==> src/shelf_rect_packer_with_grow_defines.svh <==
// Assertion helpers shared by the packer modules.
// Each macro expects i_clk and i_rst_n to be visible at the point of use.
`ifndef SHELF_RECT_PACKER_WITH_GROW_DEFINES_SVH
`define SHELF_RECT_PACKER_WITH_GROW_DEFINES_SVH

// Same-cycle implication, held off while reset is asserted.
`define SRP_ASSERT_IMP(lbl, ante, cons, msg) \
    lbl: assert property (@(posedge i_clk) disable iff (!i_rst_n) (ante) |-> (cons)) \
        else $error(msg);

// Next-cycle implication, held off while reset is asserted.
`define SRP_ASSERT_NXT(lbl, ante, cons, msg) \
    lbl: assert property (@(posedge i_clk) disable iff (!i_rst_n) (ante) |=> (cons)) \
        else $error(msg);

`endif

==> src/srp_pkg.sv <==
`default_nettype none

package srp_pkg;

    localparam int SIDE_W = 11;
    localparam int POS_W  = 11;
    localparam int DIM_W  = 10;
    localparam int SLOT_W = 8;
    localparam int CUR_W  = 12;

    localparam int GLYPHS = 256;
    localparam int CNT_W  = $clog2(GLYPHS + 1);
    localparam int IDX_W  = $clog2(GLYPHS);

    localparam logic [SIDE_W-1:0] INIT_SIDE = SIDE_W'(256);
    localparam logic [SIDE_W-1:0] MAX_SIDE  = SIDE_W'(1024);

    localparam int IN_DATA_W  = 32;
    localparam int IN_USER_W  = 1;
    localparam int OUT_DATA_W = 48;
    localparam int OUT_USER_W = 3;

    // Commands from the controller, one step of work each
    typedef struct packed {
        logic accept;
        logic q_read;
        logic fit_new;
        logic rp_read;
        logic rp_fit;
        logic load_out;
    } t_dp_cmd;

    // Status back to the controller
    typedef struct packed {
        logic in_query;
        logic full;
        logic fit_grow;
        logic idx_last;
        logic count_zero;
    } t_dp_status;

endpackage

`default_nettype wire

==> src/srp_ctrl.sv <==
`default_nettype none
`include "shelf_rect_packer_with_grow_defines.svh"

module srp_ctrl
    import srp_pkg::*;
(
    input  wire logic       i_clk,
    input  wire logic       i_rst_n,
    input  wire logic       i_in_valid,
    output logic            o_in_ready,
    output logic            o_out_valid,
    input  wire logic       i_out_ready,
    output t_dp_cmd         o_cmd,
    input  wire t_dp_status i_status
);

    typedef enum logic [2:0] {
        S_IDLE,
        S_QUERY,
        S_FIT,
        S_RP_RD,
        S_RP_FIT,
        S_DONE
    } t_state;

    t_state r_state;
    t_state n_state;
    logic   r_out_valid;
    logic   n_out_valid;

    always_comb begin
        n_state = r_state;
        o_cmd   = '0;
        case (r_state)
            S_IDLE: begin
                if (i_in_valid) begin
                    o_cmd.accept = 1'b1;
                    if (i_status.in_query) begin
                        n_state = S_QUERY;
                    end else if (i_status.full) begin
                        n_state = S_DONE;
                    end else begin
                        n_state = S_FIT;
                    end
                end
            end
            S_QUERY: begin
                o_cmd.q_read = 1'b1;
                n_state      = S_DONE;
            end
            S_FIT: begin
                o_cmd.fit_new = 1'b1;
                if (i_status.fit_grow) begin
                    n_state = i_status.count_zero ? S_FIT : S_RP_RD;
                end else begin
                    n_state = S_DONE;
                end
            end
            S_RP_RD: begin
                o_cmd.rp_read = 1'b1;
                n_state       = S_RP_FIT;
            end
            S_RP_FIT: begin
                o_cmd.rp_fit = 1'b1;
                if (i_status.fit_grow) begin
                    n_state = S_RP_RD;
                end else if (i_status.idx_last) begin
                    n_state = S_FIT;
                end else begin
                    n_state = S_RP_RD;
                end
            end
            S_DONE: begin
                if (!r_out_valid || i_out_ready) begin
                    o_cmd.load_out = 1'b1;
                    n_state        = S_IDLE;
                end
            end
            default: begin
                n_state = S_IDLE;
            end
        endcase
        n_out_valid = o_cmd.load_out || (r_out_valid && !i_out_ready);
    end

    always_ff @(posedge i_clk) begin
        if (!i_rst_n) begin
            r_state     <= S_IDLE;
            r_out_valid <= 1'b0;
        end else begin
            r_state     <= n_state;
            r_out_valid <= n_out_valid;
        end
    end

    assign o_in_ready  = (r_state == S_IDLE);
    assign o_out_valid = r_out_valid;

    `SRP_ASSERT_NXT(a_done_hold, (r_state == S_DONE && r_out_valid && !i_out_ready), (r_state == S_DONE), "result loaded over an untaken one")
    `SRP_ASSERT_IMP(a_cmd_onehot, 1'b1, $onehot0(o_cmd), "more than one datapath command")
    `SRP_ASSERT_NXT(a_query_path, (r_state == S_IDLE && i_in_valid && i_status.in_query), (r_state == S_QUERY), "query did not go to the store read")

endmodule

`default_nettype wire
==> config.mk <==
export PLATFORM = sky130hd
export DESIGN_NAME = srp_ctrl
export DESIGN_NICKNAME = d
export VERILOG_FILES = /design/src/srp_pkg.sv /design/src/srp_ctrl.sv
export VERILOG_INCLUDE_DIRS = /design/src /design/src/src
export SDC_FILE = /design/constraint.sdc
export NUM_CORES = 1
export LEC_CHECK = 0
export ABC_AREA = 1
export ABC_CLOCK_PERIOD_IN_PS = 1400
export BUFFER_PORTS_ARGS = -buffer_cell sky130_fd_sc_hd__buf_2
export CAP_MARGIN = 5
export CORE_AREA = 4 4 41 43
export CTS_CLUSTER_DIAMETER = 30
export DETAILED_ROUTE_END_ITERATION = 16
export DIE_AREA = 0 0 45 47
export PLACE_DENSITY = 0.59
export SYNTH_ARGS = -nofsm -noshare
export SYNTH_HDL_FRONTEND = slang
export SYNTH_SLANG_ARGS = --single-unit
==> constraint.sdc <==
create_clock -name i_clk -period 1.4 [get_ports i_clk]
set_clock_uncertainty 0.05 [all_clocks]
set_input_delay 0.28 -clock i_clk [delete_from_list [all_inputs] [get_ports i_clk]]
set_output_delay 0.28 -clock i_clk [all_outputs]
set_load 0.005 [all_outputs]
==> impl_metrics.py, run 1 <==
metrics = {
    "outcome": {
        "outcome": "finished, final reports clean",
    },
    "sta": {
        "finalHoldViolations": 0,
        "fin_setup_tns_ns": 0,
        "fin_crit_ns": 1.34,
        "relSlewSlack_pct": 91.0,
        "tightest_slew_ns": 0.133,
        "rsz0062_at_grt": "no",
        "max_freq_ghz": 0.749,
        "setup_viol": 0,
        "slew_violations": 0,
        "post-route-period-util_pct": 95.4,
    },
    "layout": {
        "drive_above_1_share_pct": 45.1,
        "areaGrowthSynthToFinish_pct": 42.1,
        "final_area_um2": 452,
        "nets": 82,
        "n_antenna_cell": 0,
        "final-instance-count-excl-fill": 86,
    },
    "clock_tree": {
        "cts_buffers": 3,
        "clkSinkCount": 4,
        "cts_tree": "yes",
        "ctsLongestPathBuffers": 2,
        "clk_pin_slew_ns": 0.03,
        "clock_latency_ns": 0.23,
        "htreeDepth": 1,
        "cts-root-buf": "clkbuf_4",
    },
    "placed_design": {
        "placed_area_um2": 417,
        "dp_cells": 83,
        "dp_hpwl_um": 577,
        "gp_congestion": 0.710,
        "numPortBuffers": 16,
    },
    "logic_synthesis": {
        "netlist_area_um2": 318,
        "synth_common_cells": "13 x inv_1, 10 x nand2_1, 5 x a21oi_1",
        "syn_inst": 52,
        "synth.distinct_cells": 14,
        "synth-edff-count": 0,
        "ys_seq_area_share_pct": 25.2,
        "synth-main-ff-cell": "dfxtp_1",
        "syn_nets": 61,
        "synth.most_common_cell": "inv_1",
        "synth_top_area_cell": "dfxtp_1",
        "yosysWarnings": 0,
        "async_reset_ff_share_pct": 0,
        "ys_top_cells_by_area": "dfxtp_1 25%, inv_1 15%, nand2_1 12%",
        "avgSynthCellArea_um2": 6.11,
        "ys_seq_elements": 4,
        "netlist.area_leader.share_pct": 25.2,
    },
    "worst_setup_path": {
        "crit_fanout": 4,
        "cp-start-kind": "register",
        "crit_required_ns": 1.07,
        "cp_data_arrival_time_ns": 1.01,
        "critPathCaptureType": "primary output",
        "path_class": "register to primary output",
    },
    "floorplan": {
        "num_rows": 13,
        "dieWidth_um": 45,
        "die_h_um": 47,
        "dieArea_um2": 2120,
        "core_area_um2": 1300,
        "initial_utilization_pct": 24.4,
        "ios": 17,
    },
    "global_routing": {
        "grt_antenna_before_repair": 0,
        "grt_pass1_vias": 362,
        "grt_pass1_wl_mm": 1.25,
        "grt_overflow_total": 0,
        "track_usage_pct": 8.30,
        "grt_max_degree": 8,
    },
    "drt": {
        "wl_per_cell_um": 8.16,
        "viasPerCell": 4.24,
        "wirelength_um": 702,
        "drtAntennaViolNets": 0,
        "drt_iter0_drc": 3,
        "dr_total_vias": 365,
        "drc_errors": 0,
        "firstDrtPassIters": 4,
    },
    "worst_hold_path": {
        "holdCritPathClass": "primary input to register",
    },
    "run": {
        "cap_violations": 0,
    },
    "pwr": {
        "worst_ir_drop_vdd_uv": 632,
        "power_density_nw_per_um2": 1340,
        "power.total_mw": 0.605,
        "p_leak_nw": 0.258,
    },
}
-- layout make-up --
type	count	area, µm²
clock buffer	3	22.5
fill	146	850
inverter	14	52.6
multi-input combinational	34	191
sequential	4	86.3
tap	15	18.8
timing repair buffer	16	80.1
-- worst paths after layout --
kind                    start     endpoint  slack (ns)  cells after the start
setup / recovery   r_state[1]     o_cmd[0]        0.06                      4
hold / removal        i_rst_n   r_state[1]        0.27                      3
hold reg to reg   o_out_valid  o_out_valid        0.53                      2
setup reg to reg   r_state[1]   r_state[0]        0.34                      6
-- sequential cells by signal (all words and copies together), names as in the netlist --
| signal | cells |
|---|---|
| o_out_valid | 1 |
| r_state | 3 |
-- layer usage --
| layer | vias to the layer above | track usage (%) | part of all wire [%] |
|---|---|---|---|
| li1 | 201 | - | - |
| met2 | 7 | 13.8 | 55 |
| met4 | 0 | 8.77 | 0 |
| met3 | 0 | 1.53 | 5.0 |
| met1 | 157 | 8.43 | 40 |
| met5 | - | 0 | 0 |
-- critical path, stage by stage (launching register included) --
cell	delay, ns
dfxtp_2	0.33
inv_2	0.09
nand3_2	0.12
a21oi_2	0.12
buf_2	0.11
-- through the flow --
step / setup slack (ns) / hold WS, ns / utilization (%)
global placement: 0.203 / 0.499 / 32.0
finish: 0.0647 / 0.265 / 34.7
global route: 0.00933 / 0.311 / 34.7
CTS: 0.0399 / 0.263 / 34.0
floorplan: 0.360 / 0.392 / -
detailed placement: 0.204 / 0.507 / 32.0
-- cells by family after synthesis --
kind of cell | count (synthesis) | synth area share, %
AOI/OAI and AO/OA | 9 | 14.6
buffers and inverters | 14 | 16.5
DFF | 4 | 25.2
and+or+nand+nor | 25 | 43.7
-- what timing repair did --
action                                  CTS  global route
setup buffers                             0             0
endpoints found under the setup margin    3             2
gates cloned                              0             0
gates resized for setup                   4             3
hold buffers                              0             0
-- report_power, final --
group	switching, mW	total, mW	internal (mW)
Sequential	0.0378	0.181	0.143
Combinational	0.161	0.283	0.121
Clock	0.0458	0.142	0.0958
-- cells in the final DEF (no fill, tap or decap), drive strengths merged --
cell,Yosys,routed
o21ai,3,3
nor3,1,1
inv,14,14
nand2,11,11
dfxtp,4,4
nand3,5,5
clkbuf,0,3
a21oi,5,5
nor2,8,8
buf,0,16
o22ai,1,1
Power figures use the tool's default switching activity.
==> run 2: changes to the inputs <==
--- a/config.mk
+++ b/config.mk
@@ -6,7 +6,6 @@
 export SDC_FILE = /design/constraint.sdc
 export NUM_CORES = 1
 export LEC_CHECK = 0
-export ABC_AREA = 1
 export ABC_CLOCK_PERIOD_IN_PS = 1400
 export BUFFER_PORTS_ARGS = -buffer_cell sky130_fd_sc_hd__buf_2
 export CAP_MARGIN = 5
@@ -14,7 +13,7 @@
 export CTS_CLUSTER_DIAMETER = 30
 export DETAILED_ROUTE_END_ITERATION = 16
 export DIE_AREA = 0 0 45 47
-export PLACE_DENSITY = 0.59
+export PLACE_DENSITY = 0.46
 export SYNTH_ARGS = -nofsm -noshare
 export SYNTH_HDL_FRONTEND = slang
 export SYNTH_SLANG_ARGS = --single-unit
==> run 2 against run 1 <==
  * Cell count fell by 7.0%
  * Register-to-register slack got worse by 0.29 ns
  * Design area rose by 12%
  * Highest routed layer unchanged
==> impl_metrics.py, run 2 <==
metrics = {
    "outcome": {
        "outcome": "finished, final reports clean",
    },
    "global_routing": {
        "grt_pass1_vias": 307,
        "grt_max_degree": 13,
        "grt_antenna_before_repair": 0,
        "track_usage_pct": 8.77,
        "grt_overflow_total": 0,
        "grt_pass1_wl_mm": 1.31,
    },
    "layout": {
        "nets": 76,
        "drive_above_1_share_pct": 52.3,
        "largest_reg_flops": 3,
        "final_cell_mix": "16 x buf_2, 5 x buf_4",
        "n_antenna_cell": 0,
        "final_common_cell": "buf_2",
        "fill_cells": 154,
        "final_area_um2": 508,
        "regMostFlops": "r_state",
        "areaGrowthSynthToFinish_pct": 52.1,
    },
    "clock_tree": {
        "cts-hold-fix-buffers": 0,
        "clk_pin_slew_ns": 0.04,
        "clkSinkCount": 4,
        "clock_latency_ns": 0.24,
        "cts_buffers": 3,
        "cts_tree": "yes",
        "htreeDepth": 1,
        "cts-root-buf": "clkbuf_4",
        "ctsLongestPathBuffers": 2,
    },
    "placed_design": {
        "gp_congestion": 0.673,
        "dp_slack_ns": 0.0626,
        "dp_hpwl_um": 595,
        "numPortBuffers": 16,
        "placed_area_um2": 410,
    },
    "worst_setup_path": {
        "rr_startpoint": "r_state[1]",
        "endpoint": "o_cmd[1]",
        "crit_required_ns": 1.07,
        "critPathCaptureType": "primary output",
        "worst_r2r_path_depth": 5,
        "path_class": "register to primary output",
        "cp-start-kind": "register",
        "worst-r2r-setup-slack_ns": 0.05,
        "cp_data_arrival_time_ns": 1.06,
        "crit_fanout": 6,
        "reg2reg_to": "r_state[1]",
        "crit_start": "r_state[0]",
    },
    "logic_synthesis": {
        "synth_top_area_cell": "dfxtp_1",
        "synth.most_common_cell": "dfxtp_1",
        "netlist_area_um2": 334,
        "ys_top_cells_by_area": "dfxtp_1 24%, nor3b_2 7.5%, buf_6 6.7%",
        "synth.distinct_cells": 25,
        "synth-main-ff-cell": "dfxtp_1",
        "syn_nets": 50,
        "synth-edff-count": 0,
        "async_reset_ff_share_pct": 0,
        "yosysWarnings": 0,
        "avgSynthCellArea_um2": 8.15,
        "ys_seq_area_share_pct": 24.0,
        "ys_seq_elements": 4,
        "netlist.area_leader.share_pct": 24.0,
        "syn_inst": 41,
    },
    "floorplan": {
        "dieWidth_um": 45,
        "dieArea_um2": 2120,
        "core_area_um2": 1300,
        "ios": 17,
        "die_h_um": 47,
        "initial_utilization_pct": 25.7,
        "num_rows": 13,
    },
    "sta": {
        "finalHoldViolations": 0,
        "rsz0062_at_grt": "yes",
        "setup_viol": 0,
        "post-route-period-util_pct": 99.4,
        "fin_crit_ns": 1.39,
        "tightest_slew_ns": 0.289,
        "slew_violations": 0,
        "finalWorstSetupSlack_ns": 0.00784,
        "relSlewSlack_pct": 80.4,
        "max_freq_ghz": 0.718,
        "whs_ns": 0.258,
    },
    "worst_hold_path": {
        "holdCritPathClass": "primary input to register",
    },
    "drt": {
        "viasPerCell": 4.63,
        "drc_errors": 0,
        "dr_total_vias": 370,
        "wirelength_um": 877,
        "firstDrtPassIters": 2,
        "drt_iter0_drc": 3,
        "wl_per_cell_um": 11.0,
        "drtAntennaViolNets": 0,
    },
    "pwr": {
        "worst_ir_drop_vdd_uv": 524,
        "power.total_mw": 0.761,
        "power_density_nw_per_um2": 1500,
        "p_leak_nw": 0.255,
    },
    "run": {
        "cap_violations": 0,
    },
}
[run 2: cell types whose count changed after synthesis, sizes merged, moves of 2 or more]
cell	delta
nand2	-8
nor2	-4
a21oi	-2
nor3b	+3
buf	+3
nor2b	+3
inv	-12
nand3	-5
[run 2: logic make-up after synthesis]
family,after synthesis,share of synthesized area (%)
AO/OA/AOI/OAI,11,20.6
buffers and inverters,5,11.2
flip-flops,4,24.0
multiplexers,1,3.00
AND/OR/NAND/NOR,20,41.2
[run 2: what timing repair did]
action / 4_1_cts / 5_1_grt
hold endpoints to repair: 0 / 0
buffers inserted: 1 / 6
gates resized for setup: 7 / 4
setup endpoints to repair: 6 / 4
pin swaps: 1 / 3
[run 2: critical path, cell delays in order, from the launching register on]
cell,delay [ns]
dfxtp_4,0.36
buf_6,0.14
nor3b_4,0.18
buf_2,0.14
[run 2: cell type report]
type	count	area, µm²	area share (%)
multi-input cells	32	229	45.1
repair buffers	24	139	27.3
clock buffers	3	22.5	4.43
well taps	15	18.8	3.69
flip-flops and latches	4	91.3	18.0
inverters	2	7.51	1.48
[run 2: stage by stage]
stage	util, %	std cells	setup TNS, ns
after global placement	31.5	70	0
after floorplan	-	41	0
after CTS	35.2	74	-0.0184
after global routing	39.0	80	-0.0755
final	39.0	80	0
after detailed placement	31.5	70	0
[run 2: how the worst min path moves through the flow]
stage,startpoint,endpoint,slack [ns],depth (start not counted)
global placement,o_out_valid,o_out_valid,0.47,2
global route,i_rst_n,r_state[2],0.26,2
CTS,i_rst_n,r_state[0],0.24,3
detailed placement,o_out_valid,o_out_valid,0.47,2
finish,i_rst_n,r_state[2],0.26,2
floorplan,i_rst_n,r_state[0],0.34,2
[run 2: metal layers]
metal	track usage [%]	vias to the layer above	share of wire [%]
met5	0	-	0
met4	1.75	0	0
met3	6.13	0	7.0
met2	13.3	11	51
met1	10.3	165	42
li1	-	194	-
[run 2: where the power goes]
group	total (mW)	internal (mW)	switching (mW)
registers	0.202	0.153	0.0494
clock network	0.145	0.0960	0.0492
logic	0.414	0.244	0.170
total	0.761	0.493	0.268
==> run 3: changes to the inputs <==
--- a/config.mk
+++ b/config.mk
@@ -13,7 +13,6 @@
 export CTS_CLUSTER_DIAMETER = 30
 export DETAILED_ROUTE_END_ITERATION = 16
 export DIE_AREA = 0 0 45 47
-export PLACE_DENSITY = 0.46
 export SYNTH_ARGS = -nofsm -noshare
 export SYNTH_HDL_FRONTEND = slang
 export SYNTH_SLANG_ARGS = --single-unit
==> run 3 against run 2 <==
  * Count of clock-buffer cells in the layout stayed put
  * Combinational power is 15% lower
  * Setup slack better by 0.016 ns
  * Worst hold slack worse by 0.00066 ns
  * Design area is 3.2% lower
  * Flip-flop and latch count stayed put
==> impl_metrics.py, run 3 (same netlist as run 2, synthesis figures left out) <==
metrics = {
    "clock_tree": {
        "clk_pin_slew_ns": 0.04,
        "ctsLongestPathBuffers": 2,
        "htreeDepth": 1,
        "clock_latency_ns": 0.24,
        "cts_buffers": 3,
        "cts-root-buf": "clkbuf_4",
        "cts_tree": "yes",
        "clkSinkCount": 4,
    },
    "layout": {
        "final-instance-count-excl-fill": 78,
        "fill_cells": 143,
        "regMostFlops": "r_state",
        "final_cell_mix": "16 x buf_2, 5 x buf_4",
        "areaGrowthSynthToFinish_pct": 47.2,
        "final_common_cell": "buf_2",
        "drive_above_1_share_pct": 50.8,
        "nets": 74,
        "n_antenna_cell": 0,
        "postLayoutCoreUtil_pct": 37.8,
        "final_area_um2": 492,
        "largest_reg_flops": 3,
    },
    "sta": {
        "fin_crit_ns": 1.38,
        "setup_viol": 0,
        "tightest_slew_ns": 0.334,
        "rsz0062_at_grt": "yes",
        "max_freq_ghz": 0.727,
        "slew_violations": 0,
        "relSlewSlack_pct": 77.3,
        "post-route-period-util_pct": 98.3,
        "finalHoldViolations": 0,
        "fin_setup_tns_ns": 0,
    },
    "pwr": {
        "p_leak_nw": 0.247,
        "power_density_nw_per_um2": 1440,
        "worst_ir_drop_vdd_uv": 700,
        "power.total_mw": 0.709,
    },
    "drt": {
        "viasPerCell": 4.64,
        "dr_total_vias": 362,
        "drt_iter0_drc": 11,
        "drc_errors": 0,
        "drtAntennaViolNets": 0,
        "firstDrtPassIters": 4,
        "wirelength_um": 894,
        "wl_per_cell_um": 11.5,
    },
    "placed_design": {
        "numPortBuffers": 16,
        "dp_hpwl_um": 590,
        "gp_congestion": 0.683,
        "placed_area_um2": 403,
        "dp_cells": 69,
    },
    "worst_hold_path": {
        "holdCritPathClass": "primary input to register",
    },
    "outcome": {
        "outcome": "finished, final reports clean",
    },
    "worst_setup_path": {
        "crit_fanout": 8,
        "path_class": "register to primary output",
        "critPathCaptureType": "primary output",
        "cp-start-kind": "register",
        "crit_required_ns": 1.07,
        "cp_data_arrival_time_ns": 1.05,
    },
    "floorplan": {
        "core_area_um2": 1300,
        "dieArea_um2": 2120,
        "ios": 17,
        "dieWidth_um": 45,
        "num_rows": 13,
        "die_h_um": 47,
        "initial_utilization_pct": 25.7,
    },
    "global_routing": {
        "grt_antenna_before_repair": 0,
        "grt_max_degree": 11,
        "grt_pass1_wl_mm": 1.24,
        "grt_overflow_total": 0,
        "grt_pass1_vias": 304,
        "track_usage_pct": 8.46,
    },
    "run": {
        "cap_violations": 0,
    },
}
## run 3: changes by cell type in the layout (fill, tap and decap cells not counted)
cell	previous run	this run
clkbuf_2	2	0
nor3b_2	1	2
nor3b_4	1	0
## run 3: layer usage
metal	GRT usage, %	part of all wire, %	up-vias
met5	0	0	-
met4	5.26	1.0	0
met3	3.45	7.7	2
met2	12.7	45	19
met1	10.0	46	154
li1	-	-	187
## run 3: path summary, 6_finish.rpt
check / startpoint / to / slack [ns] / cells past startpoint
setup reg to reg: r_state[1] / r_state[1] / 0.07 / 5
hold / removal: i_rst_n / r_state[0] / 0.26 / 3
hold reg to reg: o_out_valid / o_out_valid / 0.48 / 2
setup / recovery: r_state[2] / o_cmd[5] / 0.02 / 3
## run 3: area by class of cell
type	instances	area, µm²	share of cell area [%]
Clock buffer	3	22.5	4.58
Inverter	2	7.51	1.53
Multi-Input combinational cell	32	223	45.3
Sequential cell	4	91.3	18.6
Tap cell	15	18.8	3.82
Timing Repair Buffer	22	129	26.2
## run 3: power breakdown
group / switching [mW] / total [mW] / internal [mW]
sequential: 0.0615 / 0.214 / 0.153
combinational: 0.145 / 0.350 / 0.206
clock: 0.0487 / 0.145 / 0.0960
total: 0.255 / 0.709 / 0.455
## run 3: per-stage QoR
step	hold WS, ns	worst slack (ns)
final	0.258	0.0237
after global routing	0.260	-0.0458
after CTS	0.248	-0.00715
after detailed placement	0.482	0.0633
after global placement	0.469	0.0825
after floorplan	0.345	0.241
## run 3: timing repair
action                     CTS  global route
gates resized for setup      7             3
buffers inserted             3             3
hold buffers                 0             0
setup endpoints to repair    7             4
hold endpoints to repair     0             0
pin swaps                    1             4
## run 3: worst max-delay path, cell delays in order, from the launching register on
cell and delay, ns:
dfxtp_4 0.36, nor3_4 0.20, and2_1 0.14, buf_2 0.11
